`config.mk`:
```
export PLATFORM = sky130hd
export DESIGN_NAME = key_debounce_event_fifo_unit
export DESIGN_NICKNAME = d
export VERILOG_FILES = /design/src/sv/kdef_pkg.sv /design/src/sv/kdef_lane.sv /design/src/sv/kdef_fifo.sv /design/src/sv/key_debounce_event_fifo_unit.sv
export SDC_FILE = /design/constraint.sdc
export NUM_CORES = 1
export LEC_CHECK = 0
export BUFFER_PORTS_ARGS = -buffer_cell sky130_fd_sc_hd__buf_2
export CAP_MARGIN = 15
export CORE_UTILIZATION = 50
export CTS_BUF_LIST = sky130_fd_sc_hd__clkbuf_16
export DETAILED_ROUTE_END_ITERATION = 10
export PLACE_DENSITY = 0.7
export SYNTH_ARGS = -nofsm -noshare
export SYNTH_HDL_FRONTEND = slang
export SYNTH_SLANG_ARGS = --single-unit
export TNS_END_PERCENT = 10
```
`constraint.sdc`:
```
create_clock -name clk -period 5.05 [get_ports clk]
set_input_delay 0.2525 -clock clk [delete_from_list [all_inputs] [get_ports clk]]
set_output_delay 0.2525 -clock clk [all_outputs]
set_load 0.05 [all_outputs]
```
`src/sv/kdef_pkg.sv`:
```
// Package for the key debounce event FIFO: commands, register indexes, lane types.
// No dependencies.
package kdef_pkg;
	typedef enum logic [1:0] {
		CMD_TICK   = 2'd0,
		CMD_READ   = 2'd1,
		CMD_INJECT = 2'd2,
		CMD_CLEAR  = 2'd3
	} cmd_t;

	localparam logic [2:0] REG_FILTER  = 3'd0;
	localparam logic [2:0] REG_THRESH  = 3'd1;
	localparam logic [2:0] REG_LONG0   = 3'd2;
	localparam logic [2:0] REG_LONG2   = 3'd4;
	localparam logic [2:0] REG_REPEAT0 = 3'd5;
	localparam logic [2:0] REG_REPEAT2 = 3'd7;

	// Events found by one key lane on a tick.
	typedef struct packed {
		logic press;
		logic release_ev;
		logic long_ev;
	} lane_ev_t;
endpackage

```
`src/sv/kdef_lane.sv`:
```
// One key lane: hysteresis debounce, long press and auto repeat counters.
// Depends on kdef_pkg.
module kdef_lane (
	input  logic                clk,
	input  logic                arst_n,
	input  logic                tick,
	input  logic                down,
	input  logic [7:0]          filter_ticks,
	input  logic [15:0]         long_time,
	input  logic [7:0]          repeat_cycle,
	input  logic                cfg_touch,
	output logic                pressed,
	output kdef_pkg::lane_ev_t  ev
);
	import kdef_pkg::*;

	logic [8:0]  cnt_q;
	logic        pressed_q;
	logic [15:0] long_q;
	logic [7:0]  rep_q;
	logic [8:0]  f9;
	logic [8:0]  f2;
	logic [7:0]  rep_nx;
	logic        at_top;

	assign f9     = {1'b0, filter_ticks};
	assign f2     = {filter_ticks, 1'b0};
	assign rep_nx = rep_q + 8'd1;
	assign at_top = !(cnt_q < f9) && !(cnt_q < f2);
	assign pressed = pressed_q;

	always_comb begin
		ev = '0;
		if (tick && down && at_top) begin
			ev.press = !pressed_q;
			if (long_time != 16'd0) begin
				if (long_q < long_time)
					ev.long_ev = (long_q + 16'd1) == long_time;
				else if (repeat_cycle != 8'd0 && !(rep_nx < repeat_cycle))
					ev.press = 1'b1;
			end
		end
		if (tick && !down && !(cnt_q > f9) && cnt_q == 9'd0 && pressed_q)
			ev.release_ev = 1'b1;
	end

	always_ff @(posedge clk or negedge arst_n) begin
		if (!arst_n) begin
			cnt_q     <= 9'd2;
			pressed_q <= 1'b0;
			long_q    <= '0;
			rep_q     <= '0;
		end else if (tick) begin
			if (down) begin
				if (cnt_q < f9)
					cnt_q <= f9;
				else if (cnt_q < f2)
					cnt_q <= cnt_q + 9'd1;
				else begin
					pressed_q <= 1'b1;
					if (long_time != 16'd0) begin
						if (long_q < long_time)
							long_q <= long_q + 16'd1;
						else if (repeat_cycle != 8'd0)
							rep_q <= (rep_nx < repeat_cycle) ? rep_nx : 8'd0;
					end
				end
			end else begin
				if (cnt_q > f9)
					cnt_q <= f9;
				else if (cnt_q != 9'd0)
					cnt_q <= cnt_q - 9'd1;
				else
					pressed_q <= 1'b0;
				long_q <= '0;
				rep_q  <= '0;
			end
		end else if (cfg_touch) begin
			rep_q <= '0;
		end
	end
endmodule

```
`src/sv/kdef_fifo.sv`:
```
// Ring event FIFO with fill count and sticky overflow flag.
// Depends on kdef_pkg.
module kdef_fifo #(
	parameter int DEPTH = 16
) (
	input  logic       clk,
	input  logic       arst_n,
	input  logic       put,
	input  logic [7:0] put_code,
	input  logic       get,
	input  logic       clear,
	output logic [7:0] get_code,
	output logic       empty,
	output logic       overflow
);
	import kdef_pkg::*;

	localparam int AW = (DEPTH > 1) ? $clog2(DEPTH) : 1;
	localparam int CW = $clog2(DEPTH + 1);

	logic [7:0]    mem [DEPTH];
	logic [AW-1:0] wr_q;
	logic [AW-1:0] rd_q;
	logic [CW-1:0] fill_q;
	logic          ovf_q;
	logic          full;

	assign full     = fill_q == CW'(DEPTH);
	assign empty    = fill_q == '0;
	assign overflow = ovf_q;
	assign get_code = mem[rd_q];

	always_ff @(posedge clk) begin
		if (put && !full)
			mem[wr_q] <= put_code;
	end

	always_ff @(posedge clk or negedge arst_n) begin
		if (!arst_n) begin
			wr_q   <= '0;
			rd_q   <= '0;
			fill_q <= '0;
			ovf_q  <= 1'b0;
		end else begin
			if (clear) begin
				rd_q   <= wr_q;
				fill_q <= '0;
			end else if (put) begin
				if (full)
					ovf_q <= 1'b1;
				else begin
					wr_q   <= (wr_q == AW'(DEPTH - 1)) ? '0 : wr_q + AW'(1);
					fill_q <= fill_q + CW'(1);
				end
			end else if (get && !empty) begin
				rd_q   <= (rd_q == AW'(DEPTH - 1)) ? '0 : rd_q + AW'(1);
				fill_q <= fill_q - CW'(1);
			end
		end
	end

`ifndef SYNTHESIS
	a_fill_max: assert property (@(posedge clk) disable iff (!arst_n)
		fill_q <= CW'(DEPTH)) else $error("fill count beyond depth");
	a_ovf_sticky: assert property (@(posedge clk) disable iff (!arst_n)
		ovf_q |=> ovf_q) else $error("overflow flag dropped");
	a_full_drop: assert property (@(posedge clk) disable iff (!arst_n)
		(put && full && !clear) |=> ovf_q && $stable(wr_q)) else $error("put into full fifo");
`endif
endmodule

```
`src/sv/key_debounce_event_fifo_unit.sv`:
```
// Top level of the key debounce event FIFO: lanes, event merge sequencer, FIFO.
// Depends on kdef_pkg, kdef_lane and kdef_fifo.
//
// Each transaction carries one command. A tick updates all key lanes at once. The
// merge sequencer then walks the lanes in key order. For each lane it takes the
// three event kinds (press, release, long press) one per cycle. Each event that
// was found goes into the FIFO, or sets the overflow flag if the FIFO is full.
// The walk always covers every lane and kind, limited by the single FIFO write
// port. The sequencer then passes through ST_DONE to ST_OUT, where the result is
// offered. From input transaction to result valid, a tick passes through ST_MERGE
// and ST_DONE, and read, inject and clear through ST_DONE alone. The result is
// held in an output register. The next command is taken in the cycle after the
// result transaction has left. Keys beyond the third never press.
module key_debounce_event_fifo_unit #(
	parameter int FIFO_DEPTH = 16,
	parameter int NUM_KEYS   = 3
) (
	input  logic        clk,
	input  logic        arst_n,
	input  logic        s_tvalid,
	output logic        s_tready,
	input  logic [31:0] s_tdata,   // command[1:0], button_main, button_enable,
	                               // gyro_roll[19:4], inject_code[27:20], zeros
	output logic        m_tvalid,
	input  logic        m_tready,
	output logic [15:0] m_tdata,   // event_code[7:0], key_pressed[10:8],
	                               // fifo_overflow[11], zeros
	input  logic        cfg_we,
	input  logic [2:0]  cfg_index,
	input  logic [15:0] cfg_data
);
	import kdef_pkg::*;

	localparam int LW = (NUM_KEYS > 1) ? $clog2(NUM_KEYS) : 1;

	typedef enum logic [1:0] {ST_IDLE, ST_MERGE, ST_DONE, ST_OUT} state_t;

	state_t       state_q;
	logic [LW-1:0] lane_q;
	logic [1:0]   kind_q;
	lane_ev_t     ev_s1 [NUM_KEYS];
	logic [7:0]   filter_q;
	logic [14:0]  thresh_q;
	logic [15:0]  long_q [NUM_KEYS];
	logic [7:0]   rep_q [NUM_KEYS];
	logic [7:0]   code_q;
	logic         read_q;

	cmd_t         cmd;
	logic         accept;
	logic         tick;
	logic signed [16:0] roll;
	logic signed [16:0] th;
	logic [NUM_KEYS-1:0] down;
	logic [NUM_KEYS-1:0] pressed;
	lane_ev_t     ev [NUM_KEYS];
	logic         put;
	logic [7:0]   put_code;
	logic [7:0]   get_code;
	logic         empty;
	logic         ovf;
	logic         ev_bit;

	assign cmd    = cmd_t'(s_tdata[1:0]);
	assign s_tready = state_q == ST_IDLE;
	assign accept = s_tvalid && s_tready;
	assign tick   = accept && cmd == CMD_TICK;
	assign roll   = {s_tdata[19], s_tdata[19:4]};
	assign th     = {2'b00, thresh_q};

	// Key levels: main button, then the two gyro directions.
	always_comb begin
		for (int k = 0; k < NUM_KEYS; k++) begin
			if (k == 0)
				down[k] = s_tdata[2];
			else if (k == 1)
				down[k] = s_tdata[3] && (roll <= -th);
			else if (k == 2)
				down[k] = s_tdata[3] && (roll >= th);
			else
				down[k] = 1'b0;
		end
	end

	genvar g;
	generate
		for (g = 0; g < NUM_KEYS; g++) begin : g_lane
			kdef_lane u_lane (
				.clk          (clk),
				.arst_n       (arst_n),
				.tick         (tick),
				.down         (down[g]),
				.filter_ticks (filter_q),
				.long_time    (long_q[g]),
				.repeat_cycle (rep_q[g]),
				.cfg_touch    (cfg_we && g < 3 && (cfg_index == 3'(g + 2)
				               || cfg_index == 3'(g + 5))),
				.pressed      (pressed[g]),
				.ev           (ev[g])
			);
		end
	endgenerate

	// Merge: lane_q picks the key, kind_q the event (press, release, long).
	always_comb begin
		ev_bit   = 1'b0;
		put_code = '0;
		for (int k = 0; k < NUM_KEYS; k++) begin
			if (lane_q == LW'(k)) begin
				case (kind_q)
					2'd0:    ev_bit = ev_s1[k].press;
					2'd1:    ev_bit = ev_s1[k].release_ev;
					default: ev_bit = ev_s1[k].long_ev;
				endcase
				put_code = 8'(3 * k) + {6'd0, kind_q} + 8'd1;
			end
		end
		if (state_q == ST_IDLE) begin
			ev_bit   = accept && cmd == CMD_INJECT;
			put_code = s_tdata[27:20];
		end
	end
	assign put = (state_q == ST_MERGE || state_q == ST_IDLE) && ev_bit;

	kdef_fifo #(.DEPTH(FIFO_DEPTH)) u_fifo (
		.clk      (clk),
		.arst_n   (arst_n),
		.put      (put),
		.put_code (put_code),
		.get      (accept && cmd == CMD_READ),
		.clear    (accept && cmd == CMD_CLEAR),
		.get_code (get_code),
		.empty    (empty),
		.overflow (ovf)
	);

	// Configuration registers; unknown indexes and absent keys are ignored.
	always_ff @(posedge clk or negedge arst_n) begin
		if (!arst_n) begin
			filter_q <= 8'd5;
			thresh_q <= 15'd3000;
			for (int k = 0; k < NUM_KEYS; k++) begin
				long_q[k] <= (k == 0) ? 16'd50 : ((k < 3) ? 16'd30 : 16'd0);
				rep_q[k]  <= '0;
			end
		end else if (cfg_we) begin
			if (cfg_index == REG_FILTER)
				filter_q <= cfg_data[7:0];
			else if (cfg_index == REG_THRESH)
				thresh_q <= cfg_data[14:0];
			for (int k = 0; k < NUM_KEYS && k < 3; k++) begin
				if (cfg_index == REG_LONG0 + 3'(k))
					long_q[k] <= cfg_data;
				if (cfg_index == REG_REPEAT0 + 3'(k))
					rep_q[k] <= cfg_data[7:0];
			end
		end
	end

	// Sequencer and output register.
	always_ff @(posedge clk or negedge arst_n) begin
		if (!arst_n) begin
			state_q <= ST_IDLE;
			lane_q  <= '0;
			kind_q  <= '0;
			read_q  <= 1'b0;
			code_q  <= '0;
		end else begin
			unique case (state_q)
				ST_IDLE: begin
					if (accept) begin
						lane_q  <= '0;
						kind_q  <= '0;
						read_q  <= cmd == CMD_READ;
						code_q  <= (cmd == CMD_READ && !empty) ? get_code : 8'd0;
						state_q <= (cmd == CMD_TICK) ? ST_MERGE : ST_DONE;
					end
				end
				ST_MERGE: begin
					// Advance through the kinds, then on to the next lane.
					if (kind_q == 2'd2) begin
						kind_q <= '0;
						lane_q <= lane_q + LW'(1);
						if (lane_q == LW'(NUM_KEYS - 1))
							state_q <= ST_DONE;
					end else begin
						kind_q <= kind_q + 2'd1;
					end
				end
				ST_DONE: state_q <= ST_OUT;
				ST_OUT: begin
					if (m_tready)
						state_q <= ST_IDLE;
				end
				default: state_q <= ST_IDLE;
			endcase
		end
	end

	always_ff @(posedge clk) begin
		if (tick)
			for (int k = 0; k < NUM_KEYS; k++)
				ev_s1[k] <= ev[k];
	end

	logic [2:0] mask;
	always_comb begin
		mask = '0;
		for (int k = 0; k < NUM_KEYS && k < 3; k++)
			mask[k] = pressed[k];
	end

	assign m_tvalid = state_q == ST_OUT;
	assign m_tdata  = {4'd0, ovf, mask, code_q};

`ifndef SYNTHESIS
	a_one_side: assert property (@(posedge clk) disable iff (!arst_n)
		!(s_tready && m_tvalid)) else $error("input and output open together");
	a_read_code: assert property (@(posedge clk) disable iff (!arst_n)
		(m_tvalid && !read_q) |-> code_q == 8'd0) else $error("code on non-read");
	a_merge_end: assert property (@(posedge clk) disable iff (!arst_n)
		state_q == ST_MERGE |-> (kind_q != 2'd3 && int'(lane_q) < NUM_KEYS))
		else $error("merge overrun");
`endif
endmodule

```
Yosys cells after proc, flatten, opt, wreduce, memory -nomap -nowiden:

Memories as Yosys holds them, arrays and structs flattened.
Index checks and enable logic that the tools add are counted.

* add/sub/neg operators: 24
* order comparisons: 17
* equal/unequal tests: 65
* multiplexer cells: 132
* bitwise logic cells: 3
* reduce and logical (&&, ||, !) cells: 117

Operators with widths (count)
* 2-to-1 mux 8 bit: 32
* 2-to-1 mux 16 bit: 15
* 2-to-1 mux 9 bit: 15
* inequality test 3 bit (second input constant): 18
* adder 16 x 1 -> 16 bit (second input constant): 3
* equality test 16 bit: 3
* less-than comparator 16 bit: 3
* nonzero test 16 bit: 3
* 2-to-1 mux 1 bit: 47
* logical AND 1 bit: 38
* AND reduction 5 bit: 6
* adder 9 x 1 -> 9 bit (second input constant): 3
* greater-than comparator 9 x 8 -> 1 bit: 3
* logical NOT 9 bit: 3
* less-than comparator 9 x 8 -> 1 bit: 3
* less-than comparator 9 bit: 3
* nonzero test 9 bit: 3
* subtractor 9 x 1 -> 9 bit (second input constant): 3
* inequality test 2 bit (second input constant): 13
* adder 8 x 1 -> 8 bit (second input constant): 3
* less-than comparator 8 bit: 3
* nonzero test 8 bit: 3
* AND reduction 2 bit: 11
* AND reduction 3 bit: 7
* 37 further kinds: 114

* flip-flop bits (word level): 225
* memory bits (writable): 137
* input bits: 56
* logic and storage cells: 388
* memories: 2

Memory list
* u_fifo.mem: depth 16, width 8, rd ports 1, clocked after memory_dff 0, wr ports 1, line kdef_fifo.sv:21 `logic [7:0] mem [DEPTH];`
* ev_s1: depth 3, width 3, rd ports 3, clocked after memory_dff 0, wr ports 3, line key_debounce_event_fifo_unit.sv:41 `lane_ev_t ev_s1 [NUM_KEYS];`

Depth between registers and ports, before layout:

Gate-level depths: netlist of run 1.

* depth after elaboration: 10
* mapped depth: 17

Hierarchy:

From an unflattened synthesis of run 1, not the netlist that was laid out.

* cells, all modules: 2310
* area, all modules: 23415.0 µm²

By module, submodules not included
* kdef_lane at g_lane[0].u_lane ...: instances 2, cells each 493, area an instance 3802.4 µm², sequential area each 852.1 µm²
* key_debounce_event_fifo_unit: instances 1, cells each 489, area an instance 5911.9 µm², sequential area each 3022.9 µm²
* kdef_fifo: instances 1, cells each 312, area an instance 5859.4 µm², sequential area each 4194.0 µm²
* kdef_lane at g_lane[1].u_lane: instances 1, cells each 523, area an instance 4038.9 µm², sequential area each 852.1 µm²

Worst setup path after synthesis of run 1:

Ideal clock, no wire load.

* path type: register to register
* start: reg thresh_q[2]
* end: reg g_lane[1].u_lane.cnt_q[5]
* library setup time: 0.121 ns
* data arrival time: 3.589 ns
* data required time: 4.929 ns
* path slack: 1.340 ns
* cell stages (with the launch flop): 14
* path through: dfrtp_1 > nor4_1 > and3_1 > nand2_1 > nor4_1 > nand2_1 > nor4_1 > ha_1 > a2111oi_0 > o211a_2 > nor2_4 > mux2i_2 > a221o_1 > a22o_1

* longest elaborated chain between the ends: 5

Ends and longest elaborated chain
* from (decl): line key_debounce_event_fifo_unit.sv:43 `logic [14:0] thresh_q;`
* from (signal assigned): line key_debounce_event_fifo_unit.sv:150 `thresh_q <= cfg_data[14:0];`
* negator 15 -> 17 bit *: line key_debounce_event_fifo_unit.sv:77 `down[k] = s_tdata[3] && (roll <= -th);`
* less-or-equal comparator 16 x 17 -> 1 bit *: line key_debounce_event_fifo_unit.sv:77
* logical AND 1 bit *: line key_debounce_event_fifo_unit.sv:77
* inequality test 3 bit (no source line) or nonzero test 3 bit (tied branches)
* AND reduction 3 bit (no source line)
* to (signal assigned): line kdef_lane.sv:58 `cnt_q <= cnt_q + 9'd1;`
* to (signal assigned): line kdef_lane.sv:72 `cnt_q <= cnt_q - 9'd1;`
* to (decl): line kdef_lane.sv:17 `logic [8:0] cnt_q;`

Every way passes the cells marked *; elsewhere a longest branch is shown, timed or not.
A chain may end at the register's enable or synchronous reset.

Final worst setup path of run 1:

* start: reg thresh_q[2]
* end: reg g_lane[1].u_lane.rep_q[7]

* longest elaborated chain between the ends: 5

Ends and longest elaborated chain
* negator 15 -> 17 bit *: line key_debounce_event_fifo_unit.sv:77
* less-or-equal comparator 16 x 17 -> 1 bit *: line key_debounce_event_fifo_unit.sv:77
* logical AND 1 bit *: line key_debounce_event_fifo_unit.sv:77
* inequality test 3 bit (no source line) or 2-to-1 mux 8 bit (tied branches)
* AND reduction 6 bit (no source line) or 2-to-1 mux 8 bit (tied branches)
* to (signal assigned): line kdef_lane.sv:65 `rep_q <= (rep_nx < repeat_cycle) ? rep_nx : 8'd0;`
* to (decl): line kdef_lane.sv:20 `logic [7:0] rep_q;`

Marks and branches as above.

==> flow_summary.rst, run 1 <==
.. list-table::
   :header-rows: 1

   * - Metric
     - Value
   * - Family with the most delay on the worst path
     - simple AND/OR/NAND/NOR gates
   * - Worst hold margin
     - around 0.0080 ns
   * - DRC errors left
     - 0
   * - Number of distinct library cells after synthesis
     - 101
   * - Sw frac
     - 38.8%
   * - Transition at the pin with the smallest max-transition slack
     - 1.02 ns
   * - Layout Cells excl Fill
     - between 2000 and 3000
   * - Hold violation total from the final report
     - 0
   * - Final core area utilization
     - 55.7%
   * - Leading cell type in the layout, fill and taps excluded
     - dfrtp_1
   * - Total internal power
     - 7.18 mW
   * - Maximum clock insertion buffer count
     - 3
   * - Via count of the first global-routing pass
     - 16800
   * - Setup total negative slack
     - 0 ns
   * - Top-area cell type share of the netlist area
     - about 23%
   * - Post-synthesis xor/xnor area fraction
     - under 10%
   * - Clock tree from TritonCTS
     - built
   * - Share of synthesized cell area in full adder, half adder and majority cells
     - 10.2%
   * - Total detailed-routing wirelength
     - 56.7 mm
   * - Crit start category
     - flop
   * - Total count of max-transition violations in the final report
     - 0
   * - Dominant cells by area after synthesis
     - dfrtp_1 (23%), edfxtp_1 (18%), ha_1 (10%)
   * - Largest family of logic cells by synthesized area
     - compound AO/OA/AOI/OAI gates
   * - Mux contribution to synthesized area
     - 6.83%
   * - # nets final
     - 2467
   * - Cell chosen for the clock root
     - clkbuf_16
   * - Number of clock buffers inserted by TritonCTS
     - 41
   * - Antenna Violating Nets Remaining
     - 0
   * - Comb pwr share
     - 38.0%
   * - Async S/R FF share, synth
     - 62.2%
   * - Die height
     - 214 um
   * - Final GP Congestion
     - roughly 0.9
   * - Number of antenna violations at the first check in global routing
     - 0
   * - Number of vias per cell
     - 6.05
   * - Max-cap violation count
     - 0
   * - Layout overhead on the synthesized area
     - 9.89%
   * - Largest net degree at the start of global routing
     - 121
   * - Arrival time worst endpoint
     - 5.00 ns
   * - Setup slack after layout
     - 0.514 ns
   * - Die W
     - 214 um
   * - Peak Freq
     - 0.220 GHz
   * - Total of warnings raised by yosys
     - 0
   * - DRT Pass-1 Iters
     - 5
   * - Via count of the routed design
     - roughly 17000
   * - Top flip-flop cell by instance count after synthesis
     - dfrtp_1
   * - Worst ir drop on vdd
     - between 0.0002 and 0.0003 V
   * - Top library cells by usage in the layout, fill and taps aside
     - dfrtp_1 (201), nand2_1 (200), ha_1 (181), o21ai_0 (172), inv_1 (160)
   * - Sink count of the clock tree
     - 362
   * - Maximum net fanout on the critical path
     - 26
   * - Initial DRC count
     - about 1300
   * - Cell at the slowest stage of the critical path
     - nor2_4
   * - Top cell type by total area after synthesis
     - dfrtp_1
   * - Run status
     - completed
   * - I/O pin total
     - 74
   * - Global-route wire length before repair
     - 90.5 mm
   * - Average footprint of a synthesized cell
     - just over 10 um^2
   * - Placement Cell Area
     - 23200 um^2
   * - Multi-input combinational cell area
     - 11600 um^2
   * - Avg WL per Cell
     - between 15 and 20 um
   * - Power, Total
     - around 12 mW
   * - Post-Syn Instances
     - 2193
   * - Critical path, cell by cell
     - nor4_1 > and3_1 > nand2_1 > nor4_1 > nand2_1 > nor2_1 > xnor2_1 > ha_1 > nand4_1 > nor2_1 > a41o_1 > and2_1 > nor2_4 > nor2_2 > a32oi_4 > mux2_2
   * - Clock latency on the worst-skew pair
     - 0.59 ns
   * - Crit. End Element
     - flop
   * - Combined area of all synthesized cells
     - between 20000 and 25000 um^2
   * - Buffers added on ports
     - 65
   * - Max incr delay on CP
     - around 0.56 ns
   * - Post-detail-place hpwl
     - 40.2 mm
   * - Clock-pin slew reported for the worst setup and hold paths after clock tree synthesis
     - approximately 0.06 ns
   * - Grt total ovfl
     - 0
   * - Standby leakage power
     - 10.4 nW
   * - Final cycle utilization of the critical path
     - 89.8%
   * - Post-CTS setup buffer count
     - 0
   * - Setup repair after global routing missed its margin
     - false
   * - Initial standard-cell utilization of the core
     - 50.7%
   * - CP Class
     - flop to flop
   * - Tot GR Track Use
     - 25.3%
   * - Data required time at the worst endpoint
     - 5.51 ns
   * - Number of placed instances, taps included
     - roughly 2800
   * - Worst-case headroom to the max-slew limit
     - approximately a third
   * - Final standard cell area without fillers
     - 24600 um^2
   * - P_sw
     - between 4 and 5 mW
   * - Clock tree skew after final layout
     - 0.0286 ns
   * - Register area share after synthesis
     - a little over two fifths
   * - Standard-cell row count
     - 77
   * - Antenna diode count
     - 0
   * - Worst min-delay path category
     - input pin to flop
   * - Worst path buffer plus inverter count
     - 0
   * - Clk network pwr share
     - 25.2%
   * - Sequential cell fraction of total power
     - 36.8%
   * - Power per Cell Area
     - around 480 nW/um^2
   * - Area fraction in compound gates after synthesis
     - 15.9%
   * - Count of H-tree levels built during CTS
     - 2
   * - Area fraction in and, or, nand and nor cells after synthesis
     - 14.2%
   * - Post-layout minimum cycle time
     - 4.54 ns
   * - Total Die Area
     - 45600 um^2
   * - Setup violation total in the final timing report
     - 0
   * - Total area of sequential cells
     - 9770 um^2
   * - Fraction of layout instances using a drive strength above 1
     - 13.0%
   * - Count of fill cells added during filler insertion
     - ~3800
   * - Setup Slack @ Placement
     - 0.574 ns
   * - Post-synth EDFFs
     - 137
   * - Core box area
     - 44200 um^2
   * - Number of storage elements in the synthesis netlist
     - 362
-- layer usage --
metal	vias up	wire, um	share of wire [%]	track usage (%)
met5	-	0	0	0
met4	0	2140	3.8	10.6
met3	112	3310	5.8	3.18
met2	546	26700	47	41.6
met1	8460	24600	43	33.9
li1	8157	-	-	-
-- flip-flops by register name (all words and copies together) (netlist names), 5 cells and up --
name,count
g_lane.u_lane.cnt_q,27
g_lane.u_lane.long_q,48
rep_q,24
code_q,8
u_fifo.fill_q,5
filter_q,8
u_fifo.mem,128
g_lane.u_lane.rep_q,24
long_q,48
thresh_q,15
ev_s1,9
-- cells by family (layout without fill, tap and decap cells) --
group | count (synthesis) | in the layout
AOI/OAI and AO/OA | 542 | 542
xor gates and xnor gates | 118 | 118
adders and majority gates | 182 | 182
buffers and inverters | 254 | 320
DFF | 362 | 362
muxes | 107 | 107
other | 1 | 4
and+or+nand+nor | 627 | 627
-- what timing repair did --
| item | in CTS | in global routing |
|---|---|---|
| setup endpoints to repair | 0 | 1 |
| hold endpoints to repair | 120 | 0 |
| hold buffers | 5 | 0 |
| gates resized for setup | 0 | 1 |
-- cells in the mapped netlist (22+ instances only) --
| library cell | n |
|---|---|
| nor4_1 | 33 |
| dfrtp_1 | 202 |
| a31oi_1 | 39 |
| a22o_1 | 29 |
| xor2_1 | 40 |
| mux4_2 | 31 |
| nand4_1 | 24 |
| clkbuf_1 | 65 |
| ha_1 | 181 |
| inv_1 | 151 |
| nand2b_1 | 24 |
| edfxtp_1 | 137 |
| a21oi_1 | 83 |
| xnor2_1 | 78 |
| and3_1 | 29 |
| nor3_1 | 34 |
| dfstp_2 | 23 |
| nand2_1 | 200 |
| nand3_1 | 83 |
| mux2_2 | 50 |
| a21o_1 | 22 |
| nor2_1 | 93 |
| o21ai_0 | 172 |
| o31ai_1 | 36 |
-- cell type report --
cell class	count	share of cell area, %
Clock buffer	42	4.27
Clock inverter	34	1.17
Inverter	153	2.33
Multi-Input combinational cell	1580	47.3
Sequential cell	362	39.7
Tap cell	592	3.01
Timing Repair Buffer	91	2.26
-- power by group through the flow --
| stage | Combinational (mW) | Clock, mW | Sequential (mW) |
|---|---|---|---|
| 2_1_floorplan | 3.45 | 0 | 4.12 |
| 3_3_place_gp | 4.22 | 0 | 4.33 |
| 3_5_place_dp | 4.40 | 0 | 4.35 |
| 4_1_cts | 4.43 | 3.02 | 4.31 |
| 5_1_grt | 4.95 | 3.11 | 4.39 |
| 6_report | 4.45 | 2.95 | 4.32 |
-- worst register-to-register path: stages (launching register included) --
cell     delay (ns)
dfrtp_1        0.42
nor4_1         0.47
and3_1         0.28
nand2_1        0.12
nor4_1         0.35
nand2_1        0.14
nor2_1         0.13
xnor2_1        0.13
ha_1           0.26
nand4_1        0.08
nor2_1         0.06
a41o_1         0.24
and2_1         0.21
nor2_4         0.56
nor2_2         0.22
a32oi_4        0.37
mux2_2         0.39
-- worst paths after layout --
path	start	endpoint	slack, ns	cells past startpoint
max	thresh_q[2]	g_lane[1].u_lane.rep_q[7]	0.51	16
min	cfg_data[13]	long_q[45]	0.008	3
max reg2reg	thresh_q[2]	g_lane[1].u_lane.rep_q[7]	0.51	16
min reg2reg	u_fifo.overflow	u_fifo.overflow	0.48	1
max in group asynchronous	arst_n	thresh_q[0]	3.52	3
min in group asynchronous	arst_n	g_lane[0].u_lane.long_q[0]	0.38	2
Note: power is estimated with default switching activity, not from simulation.
==> run 2: changes to the inputs <==
--- a/config.mk
+++ b/config.mk
@@ -5,12 +5,12 @@
 export SDC_FILE = /design/constraint.sdc
 export NUM_CORES = 1
 export LEC_CHECK = 0
-export BUFFER_PORTS_ARGS = -buffer_cell sky130_fd_sc_hd__buf_2
 export CAP_MARGIN = 15
 export CORE_UTILIZATION = 50
 export CTS_BUF_LIST = sky130_fd_sc_hd__clkbuf_16
 export DETAILED_ROUTE_END_ITERATION = 10
-export PLACE_DENSITY = 0.7
+export DONT_BUFFER_PORTS = 1
+export PLACE_DENSITY = 0.69
 export SYNTH_ARGS = -nofsm -noshare
 export SYNTH_HDL_FRONTEND = slang
 export SYNTH_SLANG_ARGS = --single-unit
==> flow_summary.rst, run 2 (same netlist as run 1, synthesis figures left out) <==
.. list-table::
   :header-rows: 1

   * - Metric
     - Value
   * - Arrival time worst endpoint
     - 4.97 ns (-0.03 ns)
   * - Total count of max-transition violations in the final report
     - 0 (unchanged)
   * - Hold violation total from the final report
     - 225 (+225)
   * - Crit. End Element
     - flop
   * - Number of vias per cell
     - 6.10 (+0.79%)
   * - Critical path, cell by cell
     - nor4_1 > and3_1 > nand2_1 > nor4_1 > nand2_1 > nor4_1 > ha_1 > nand3_1 > nor2_1 > a41o_1 > and2_1 > nor2_4 > nor2_2 > a32oi_4 > mux2_2
   * - Number of clock buffers inserted by TritonCTS
     - 42 (+2.4%)
   * - I/O pin total
     - 74 (unchanged)
   * - Number of flip-flops in the largest register
     - 128 (unchanged)
   * - Sequential cell fraction of total power
     - 36.6% (-0.2 points)
   * - Data required time at the worst endpoint
     - 5.52 ns (about the same)
   * - Antenna Violating Nets Remaining
     - 0 (unchanged)
   * - Placement Cell Area
     - 22900 um^2 (-1.4%)
   * - PostCTS Resize Cnt
     - 0 (unchanged)
   * - Clock latency on the worst-skew pair
     - 0.59 ns (about the same)
   * - Standard-cell row count
     - 77 (unchanged)
   * - Layout overhead on the synthesized area
     - 10.0%
   * - P_sw
     - 4.52 mW (-0.39%)
   * - Run status
     - complete, but fails checks
   * - Final GP Congestion
     - 0.899 (-2.2%)
   * - Comb pwr share
     - 35.3% (-2.7 points)
   * - Peak Freq
     - 0.222 GHz (+0.89%)
   * - Final core area utilization
     - 55.7% (+0.071 points)
   * - Power per Cell Area
     - 490 nW/um^2 (+2.8%)
   * - Cell chosen for the clock root
     - clkbuf_16
   * - Grt total ovfl
     - 0 (unchanged)
   * - Core box area
     - 44200 um^2 (unchanged)
   * - Global-route wire length before repair
     - 90.3 mm (-0.21%)
   * - # nets final
     - 2421 (-1.9%)
   * - Top library cells by usage in the layout, fill and taps aside
     - dfrtp_1 (201), nand2_1 (200), ha_1 (180), o21ai_0 (172), inv_1 (154)
   * - CP Class
     - flop to flop
   * - Buffers added on ports
     - 0 (-100%)
   * - DRC errors left
     - 0 (unchanged)
   * - Via count of the routed design
     - 17200 (-0.69%)
   * - Clock tree skew after final layout
     - 0.0337 ns (+0.00518 ns)
   * - Post-layout minimum cycle time
     - 4.50 ns (-0.0399 ns)
   * - Layout Cells excl Fill
     - 2812 (-1.5%)
   * - Standby leakage power
     - 10.3 nW (-1.1%)
   * - Maximum clock insertion buffer count
     - 3 (unchanged)
   * - Die W
     - 214 um (unchanged)
   * - Transition at the pin with the smallest max-transition slack
     - 0.866 ns (-0.154 ns)
   * - Worst ir drop on vdd
     - 0.000429 V (+47%)
   * - Setup repair after global routing missed its margin
     - false
   * - Violated checks
     - hold timing
   * - Power, Total
     - 12.1 mW (+2.9%)
   * - Final cycle utilization of the critical path
     - 89.0% (-0.79 points)
   * - Largest registers
     - u_fifo.mem x128, g_lane.u_lane.long_q x48, long_q x48
   * - Worst r2r dst
     - g_lane[1].u_lane.rep_q[7]
   * - Worst min-delay path category
     - input pin to async pin
   * - Avg WL per Cell
     - 20.2 um (+1.7%)
   * - Worst reg-to-reg path cell count
     - 15 (-1)
   * - Number of antenna violations at the first check in global routing
     - 7 (+7)
   * - Fraction of layout instances using a drive strength above 1
     - 11.1% (-1.9 points)
   * - Final standard cell area without fillers
     - 24600 um^2 (+0.13%)
   * - Hold bufs inserted after CTS
     - 20 (+15)
   * - Cell seen most often among critical-path stages
     - nor4_1
   * - Max incr delay on CP
     - 0.55 ns (about the same)
   * - Worst hold margin
     - -0.599 ns (-0.607 ns)
   * - Clk network pwr share
     - 28.1% (+2.9 points)
   * - Setup slack after layout
     - 0.553 ns (+0.0399 ns)
   * - Count of H-tree levels built during CTS
     - 2 (unchanged)
   * - Total Die Area
     - 45600 um^2 (unchanged)
   * - Worst path buffer plus inverter count
     - 0 (unchanged)
   * - Largest net degree at the start of global routing
     - 226 (+87%)
   * - Family with the most delay on the worst path
     - simple AND/OR/NAND/NOR gates
   * - Sink count of the clock tree
     - 362 (unchanged)
   * - FF-to-FF setup slack
     - 0.55 ns (+0.04 ns)
   * - Clock tree from TritonCTS
     - built
   * - Max-cap violation count
     - 0 (unchanged)
   * - Initial standard-cell utilization of the core
     - 50.7% (unchanged)
   * - Setup total negative slack
     - 0 ns (unchanged)
   * - Setup Slack @ Placement
     - 0.590 ns (+0.0165 ns)
   * - Maximum net fanout on the critical path
     - 26 (unchanged)
   * - Total detailed-routing wirelength
     - 56.8 mm (+0.17%)
   * - Register with the highest flop count
     - u_fifo.mem
   * - Worst-case headroom to the max-slew limit
     - 41.8% (+9.8 points)
   * - Sw frac
     - 37.5% (-1.3 points)
   * - Number of placed instances, taps included
     - 2710 (-2.3%)
   * - Leading cell type in the layout, fill and taps excluded
     - dfrtp_1
   * - Die height
     - 214 um (unchanged)
   * - Setup violation total in the final timing report
     - 0 (unchanged)
   * - Clock-pin slew reported for the worst setup and hold paths after clock tree synthesis
     - 0.06 ns (about the same)
   * - Post-CTS setup buffer count
     - 0 (unchanged)
   * - DRT Pass-1 Iters
     - 5 (unchanged)
   * - Total internal power
     - 7.54 mW (+5.0%)
   * - Crit start category
     - flop
   * - Tot GR Track Use
     - 25.4% (+0.048 points)
   * - Initial DRC count
     - 1371 (+7.8%)
   * - Cell at the slowest stage of the critical path
     - nor2_4
   * - Count of fill cells added during filler insertion
     - 3704 (-2.2%)
   * - Startpoint of the worst-slack reg-to-reg timing path
     - thresh_q[2]
   * - Via count of the first global-routing pass
     - 16600 (-1.2%)
   * - Post-detail-place hpwl
     - 39.5 mm (-1.9%)
-- run 2: how the worst max path moves through the flow --
stage | from | endpoint | slack [ns] | cells past startpoint
2_1_floorplan | thresh_q[2] | g_lane[1].u_lane.cnt_q[5] | 1.34 | 13
3_3_place_gp | thresh_q[2] | g_lane[1].u_lane.rep_q[7] | 0.62 | 16
3_5_place_dp | thresh_q[2] | g_lane[1].u_lane.rep_q[7] | 0.59 | 15
4_1_cts | thresh_q[2] | g_lane[1].u_lane.rep_q[3] | 0.57 | 15
5_1_grt | thresh_q[2] | g_lane[1].u_lane.cnt_q[4] | 0.20 | 14
6_report | thresh_q[2] | g_lane[1].u_lane.rep_q[7] | 0.55 | 15
-- run 2: layout make-up --
class | instances | area, um^2 | area share, %
multi-input combinational | 1580 | 11600 | 47.2
sequential | 362 | 9770 | 39.7
clock buffer | 42 | 1050 | 4.26
tap | 592 | 741 | 3.01
inverter | 153 | 574 | 2.33
clock inverter | 36 | 498 | 2.02
timing repair buffer | 44 | 378 | 1.53
antenna | 3 | 7.51 | 0.0305
-- run 2: per-layer routing --
metal / track usage (%) / wire [um] / part of all wire, % / vias up
met5: 0 / 62 / 0.11 / -
met4: 9.36 / 1910 / 3.4 / 10
met3: 4.96 / 4060 / 7.1 / 115
met2: 40.5 / 26100 / 46 / 567
met1: 34.3 / 24700 / 43 / 8386
li1: - / - / - / 8078
-- run 2: power groups by stage --
| stage | logic [mW] | clock network (mW) | registers [mW] |
|---|---|---|---|
| final | 4.25 | 3.39 | 4.42 |
| after global routing | 4.75 | 3.55 | 4.49 |
| after CTS | 4.24 | 3.45 | 4.40 |
| after detailed placement | 4.17 | 0 | 4.45 |
| after global placement | 4.00 | 0 | 4.43 |
| after floorplan | 3.45 | 0 | 4.12 |
